File: config.mk
export PLATFORM = sky130hd
export DESIGN_NAME = dab_tdi_ctrl
export DESIGN_NICKNAME = d
export VERILOG_FILES = /design/src/rtl/dab_tdi_pkg.sv /design/src/rtl/dab_tdi_ctrl.sv
export SDC_FILE = /design/constraint.sdc
export NUM_CORES = 1
export LEC_CHECK = 0
export BUFFER_PORTS_ARGS = -buffer_cell sky130_fd_sc_hd__buf_4
export CORE_MARGIN = 2
export CORE_UTILIZATION = 45
export CTS_CLUSTER_DIAMETER = 40
export DETAILED_ROUTE_END_ITERATION = 7
export GPL_TIMING_DRIVEN = 0
export PLACE_DENSITY_LB_ADDON = 0.12
export SYNTH_ARGS = -nofsm -noshare
export SYNTH_HDL_FRONTEND = slang
export SYNTH_SLANG_ARGS = --single-unit
File: constraint.sdc
create_clock -name clk -period 10.3 [get_ports clk]
set_input_delay 3.09 -clock clk [delete_from_list [all_inputs] [get_ports clk]]
set_output_delay 3.09 -clock clk [all_outputs]
set_load 0.05 [all_outputs]
File: src/rtl/dab_tdi_pkg.sv
// Shared types, constants and the branch delay map of the DAB time deinterleaver.
package dab_tdi_pkg;

  localparam int unsigned SOFT_W          = 8;
  localparam int unsigned FRAG_W          = 14;
  localparam int unsigned SLOT_W          = 4;
  localparam int unsigned BRANCHES        = 16;
  localparam int unsigned PRIME_W         = 5;
  localparam int unsigned MAX_FRAGMENT_DEF = 8192;

  localparam logic [FRAG_W-1:0]  FRAGMENT_RESET  = FRAG_W'(64);
  localparam logic [PRIME_W-1:0] FRAMES_TO_PRIME = PRIME_W'(BRANCHES);

  typedef logic [SLOT_W-1:0]  slot_t;
  typedef logic [SOFT_W-1:0]  soft_t;

  // Per-request flags carried from address generation to the output stage
  typedef struct packed {
    logic accept;
    logic emit;
    logic last;
  } tdi_req_t;

  // Branch offset for column i mod 16 (bit-reversed slot order)
  function automatic slot_t branch_map(input logic [SLOT_W-1:0] col_lsb);
    slot_t m;
    case (col_lsb)
      4'd0:    m = 4'd0;
      4'd1:    m = 4'd8;
      4'd2:    m = 4'd4;
      4'd3:    m = 4'd12;
      4'd4:    m = 4'd2;
      4'd5:    m = 4'd10;
      4'd6:    m = 4'd6;
      4'd7:    m = 4'd14;
      4'd8:    m = 4'd1;
      4'd9:    m = 4'd9;
      4'd10:   m = 4'd5;
      4'd11:   m = 4'd13;
      4'd12:   m = 4'd3;
      4'd13:   m = 4'd11;
      4'd14:   m = 4'd7;
      4'd15:   m = 4'd15;
      default: m = 4'd0;
    endcase
    return m;
  endfunction

endpackage

File: src/rtl/dab_tdi_ctrl.sv
// Frame counters, address generation, config register and output handshake.
module dab_tdi_ctrl
  import dab_tdi_pkg::*;
#(
  parameter int unsigned MAX_FRAGMENT = MAX_FRAGMENT_DEF
) (
  input  logic                                        clk,
  input  logic                                        rst,
  input  logic                                        cfg_we,
  input  logic [FRAG_W-1:0]                           cfg_wdata,
  input  logic                                        in_valid,
  output logic                                        in_ready,
  input  logic                                        out_ready,
  output logic                                        out_valid,
  output logic                                        last_in_frame,
  output tdi_req_t                                    req,
  output logic [SLOT_W+$clog2(MAX_FRAGMENT)-1:0]      rd_addr,
  output logic [SLOT_W+$clog2(MAX_FRAGMENT)-1:0]      wr_addr
);

  localparam int unsigned COL_W = $clog2(MAX_FRAGMENT);
  localparam int unsigned LEN_W = $clog2(MAX_FRAGMENT + 1);
  localparam int unsigned CMP_W = (LEN_W > FRAG_W) ? LEN_W : FRAG_W;
  localparam logic [CMP_W-1:0] MAX_LEN = CMP_W'(MAX_FRAGMENT);

  logic [FRAG_W-1:0]  fragment_size;
  logic [COL_W-1:0]   bit_position;
  slot_t              branch_index;
  logic [PRIME_W-1:0] frames_primed;

  logic [CMP_W-1:0]   frag_ext;
  logic [CMP_W-1:0]   frame_len;
  logic [CMP_W-1:0]   col_plus1;
  slot_t              rd_slot;

  // effective frame length: zero acts as one, clamp to MAX_FRAGMENT
  always_comb begin
    frag_ext = CMP_W'(fragment_size);
    if (frag_ext == '0) begin
      frame_len = CMP_W'(1);
    end else if (frag_ext > MAX_LEN) begin
      frame_len = MAX_LEN;
    end else begin
      frame_len = frag_ext;
    end
  end

  // request flags and addresses
  always_comb begin
    in_ready   = !out_valid || out_ready;
    col_plus1  = CMP_W'(bit_position) + CMP_W'(1);
    req.accept = in_valid && in_ready;
    req.last   = col_plus1 >= frame_len;
    req.emit   = frames_primed >= FRAMES_TO_PRIME;
    rd_slot    = branch_index + branch_map(bit_position[SLOT_W-1:0]);
    rd_addr    = {rd_slot, bit_position};
    wr_addr    = {branch_index, bit_position};
  end

  // config register
  always_ff @(posedge clk) begin
    if (rst) begin
      fragment_size <= FRAGMENT_RESET;
    end else if (cfg_we) begin
      fragment_size <= cfg_wdata;
    end
  end

  // frame position, branch and priming counters
  always_ff @(posedge clk) begin
    if (rst) begin
      bit_position  <= '0;
      branch_index  <= '0;
      frames_primed <= '0;
    end else if (req.accept) begin
      if (req.last) begin
        bit_position <= '0;
        branch_index <= branch_index + slot_t'(1);
        if (!req.emit) begin
          frames_primed <= frames_primed + PRIME_W'(1);
        end
      end else begin
        bit_position <= bit_position + COL_W'(1);
      end
    end
  end

  // output slot; data comes from the RAM read register
  always_ff @(posedge clk) begin
    if (rst) begin
      out_valid <= 1'b0;
    end else if (req.accept) begin
      out_valid <= req.emit;
    end else if (out_ready) begin
      out_valid <= 1'b0;
    end
  end

  always_ff @(posedge clk) begin
    if (req.accept) begin
      last_in_frame <= req.last;
    end
  end

endmodule

---- Yosys cells after proc, flatten, opt, wreduce, memory -nomap -nowiden ----
Memory sizes are Yosys's and may differ from the RTL's. A register that Yosys moved wholly into a read port is not among the register bits.
Cells that the tools add are included.
storage, ports and cells
  bits in read-only memories .............. 64
  output and inout port bits .............. 40
  memories ................................ 1
  word-level logic and storage cells ...... 30
  flip-flop bits (word level) ............. 38
  input port bits ......................... 19
memory list
  name              depth  width  rd ports  clocked after Yosys merged registers in  wr ports  line               text
  (name not given)  16     4      1         1                                        0         dab_tdi_pkg.sv:27  case (col_lsb)
cells by class
  $add $sub $neg .......................... 5
  magnitude comparators ................... 3
  reductions and logical operators ........ 7
  bitwise operators ....................... 1
  mux-type cells .......................... 7
operator list
  cell                                                   number
  two-way mux 14 bit                                     2
  adder 13 x 1 -> 14 bit, second input constant          1
  >= comparator 14 bit                                   1
  greater-than comparator 14 bit, second input constant  1
  logical NOT 14 bit                                     1
  adder 13 x 1 -> 13 bit, second input constant          1
  two-way mux 13 bit                                     1
  two-way mux 4 bit                                      2
  adder 5 x 1 -> 5 bit, second input constant            1
  >= comparator 5 bit, second input constant             1
  adder 4 x 1 -> 4 bit, second input constant            1
  adder 4 bit                                            1
  AND reduction 3 bit                                    1
  two-way mux 1 bit                                      2
  AND reduction 2 bit                                    1
  nonzero test 2 bit                                     1
  logical AND 1 bit                                      1
  logical NOT 1 bit                                      1
  logical OR 1 bit                                       1
  inverter 1 bit                                         1

---- Depth between registers and ports, before layout ----
  depth after elaboration ................. 7
  gate-level depth with buffers ........... 15
  gate-level depth less buffers ........... 14

---- Least setup slack after synthesis ----
Ideal clock, no wire load.
  path kind ............................... input to output
  start ................................... in out_ready
  end ..................................... out req[2] (netlist name)
  buffers on the path ..................... 1
  path slack .............................. 2.655 ns
  stages .................................. 4
  data arrival time ....................... 4.555 ns
  required time ........................... 7.210 ns
  cells stage by stage .................... nand2b_1 nand2_1 inv_1 clkbuf_1
RTL lines
  element             line                text
  start: declaration  dab_tdi_ctrl.sv:13  input logic out_ready,
  end: declaration    dab_tdi_ctrl.sv:16  output tdi_req_t req,

==> flow_summary.ini <==
[run_status]
status = completed

[layout]
design_area_um2 = 3030
diodes = 0
nFillCells = 502
final_cell_count_no_fill = 424
final_util_pct = 58.9
drive_above_1_share_pct = 23.7
area_growth_pct = 24.9
nets = 394

[timing]
rsz0062_at_grt = false
setup_ws_ns = 2.73
drv_slew = 0
setup_tns_ns = 0
report.final.setup_viol = 0
relSlewSlack_pct = 52.0
max_freq_mhz = 132
timing.final.crit_share_pct = 73.5
finalHoldViolations = 0
skew_ns = 0.00829
tightest_slew_ns = 0.720
holdWs_ns = 0.509
fin_crit_ns = 7.57

[synthesis]
synth_flop_cell = dfxtp_1
async_flop_share_pct = 0
synth_top_family_by_area = simple AND/OR/NAND/NOR gates
muxShareOfSynthArea_pct = 6.71
synth-xor-area-share_pct = 5.06
synth_top_area_share_pct = 33.9
synth_compound_area_share_pct = 10.7
synth_largest_area_cell = dfxtp_1
mappedNetlistArea_um2 = 2420
synth_cell_type_count = 39
synth_edf_count = 1
syn-num-nets = 331
synthTopCellsByArea = dfxtp_1 34%, ha_1 11%, mux2i_1 5.8%
synthAdderAreaFrac_pct = 11.7
synthCells = 290
synth_simple_gate_area_share_pct = 21.9
avgSynthCellArea_um2 = 8.36
ys_seq_area_share_pct = 35.1
synth_seq_cells = 42
yosys_warnings = 0

[worst_setup_path]
reg2reg_depth = 15
cp_max_fo = 11
crit_required_ns = 7.21
r2r_setup_slack_ns = 6.86
crit_arrival_ns = 4.48
r2r_start = bit_position[0]
end_kind = output pin
critical_path_class = in -> out
critPathLaunchType = input pin

[placed_design]
hpwl_um = 4060
gp_congestion = 0.790
port_buffers = 56
dp_cells = 416
pre_cts_ws_ns = 2.76
placed_cell_area_um2 = 2930

[job]
maxCapViolations = 0

[detailed_routing]
route.detailed.drc = 0
avgRoutedWirePerCell_um = 12.6
viasPerCell = 5.08
num_vias = 2156
antenna_left = 0
initialDrtViolationCount = 59
drt_first_pass_iters = 4
wl_um = 5330

[global_route]
track_usage_pct = 18.6
grt.overflow.total = 0
antenna_found_initial = 0
grt_max_degree = 14
grt_pass1_vias = 2077
grt_pass1_wl_um = 9090

[clocking]
post_cts_buffers = 0
holdBufCountCts = 0
cts_tree = built
clockBufferDepth = 2
cts.sinks = 42
cts_made_buffers = 5
htreeDepth = 2
clk_latency_ns = 0.29
clk_pin_slew_ns = 0.08
cts.repair.resized = 0
root_buffer = clkbuf_8

[floorplanning]
die_area_um2 = 5990
core-area_um2 = 5140
die_h_um = 77.4
die_x_um = 77.4
initial_core_util_pct = 47.2
rows = 26
io_pins = 59

[hold_path]
hp-class = reg -> reg
min-delay-start = frag_ext[6]
min_path_cells = 2
hold-path-endpoint = frag_ext[6]

[power]
total_power_mw = 0.348
ir_drop_mv = 0.0515
p_per_area_nw_per_um2 = 115
p_leak_nw = 1.43
## layout by cell type (no fill, tap or decap), types with 2 or more instances in the layout
master and count:
inv_1 12, buf_4 69, nand4_1 4, clkbuf_1 11, a31oi_1 5, mux2i_1 14, nor4_1 6, or3_1 3
nand2_1 35, mux2_2 2, xnor2_1 8, o21ai_0 6, nor3_1 3, nor2_1 25, clkbuf_8 6, ha_1 21
dfxtp_1 41, and3_1 4, nand2b_1 2, a21oi_1 21, xor2_1 6, or4_1 3, nand3_1 19, a21o_1 4
buf_2 2, a41o_1 3, nor2b_1 4
## critical path: stages
cell and delay (ns):
buf_4 0.07, nand2b_1 0.13, nand2_1 0.19, inv_1 0.16, clkbuf_1 0.51, buf_4 0.31
## power by group
group	total, mW	switching (mW)	internal [mW]
Sequential	0.174	0.00521	0.169
Clock	0.112	0.0577	0.0539
Combinational	0.0621	0.0387	0.0235
## logic make-up (layout without fill, tap and decap cells)
| kind of cell | count (synthesis) | count (layout) |
|---|---|---|
| and+or+nand+nor | 112 | 112 |
| AOI/OAI and AO/OA | 43 | 43 |
| buffers and inverters | 41 | 105 |
| xor gates and xnor gates | 14 | 14 |
| DFF | 42 | 42 |
| adders and majority gates | 22 | 22 |
| muxes | 16 | 16 |
## routing by layer
metal	share of wire [%]	up-vias	wire length (um)	GRT usage [%]
li1	-	1116	-	-
met1	48	977	2570	24.9
met2	45	54	2390	29.7
met3	5.3	9	282	3.72
met4	1.7	0	91	7.14
met5	0	-	0	0
## registers in the layout (all words and copies together) (netlist names), named ones only
signal and flops:
branch_index 4, frag_ext 14, out_valid 1, last_in_frame 1, bit_position 13, frames_primed 5
## area by class of cell
cell class	count	area (um2)	area share, %
multi-input cells	207	1360	44.9
flip-flops and latches	42	851	28.1
repair buffers	56	420	13.9
plain buffers	28	164	5.42
well taps	70	87.6	2.89
clock buffers	6	82.6	2.73
inverters	13	48.8	1.61
clock inverters	2	12.5	0.413
## how the worst max path moves through the flow
stage,from,end,slack (ns),depth (start not counted)
detailed placement,out_ready,req[2],2.76,6
finish,out_ready,req[2],2.73,6
CTS,out_ready,req[2],2.76,6
floorplan,out_ready,req[2],2.65,4
global route,out_ready,req[2],2.63,6
global placement,out_ready,req[2],2.75,6
## synthesized netlist by cell type (2+ instances only)
master / count
or3_1: 3
nor2b_1: 4
buf_2: 2
a31oi_1: 5
xnor2_1: 8
xor2_1: 6
a41o_1: 3
nor2_1: 25
dfxtp_1: 41
nand3_1: 19
a21oi_1: 21
and3_1: 4
ha_1: 21
a21o_1: 4
nand4_1: 4
buf_4: 13
o21ai_0: 6
nand2b_1: 2
mux2_2: 2
nor3_1: 3
or4_1: 3
clkbuf_1: 11
nor4_1: 6
mux2i_1: 14
inv_1: 12
nand2_1: 35
No activity file was read; power rests on OpenSTA's default activity.
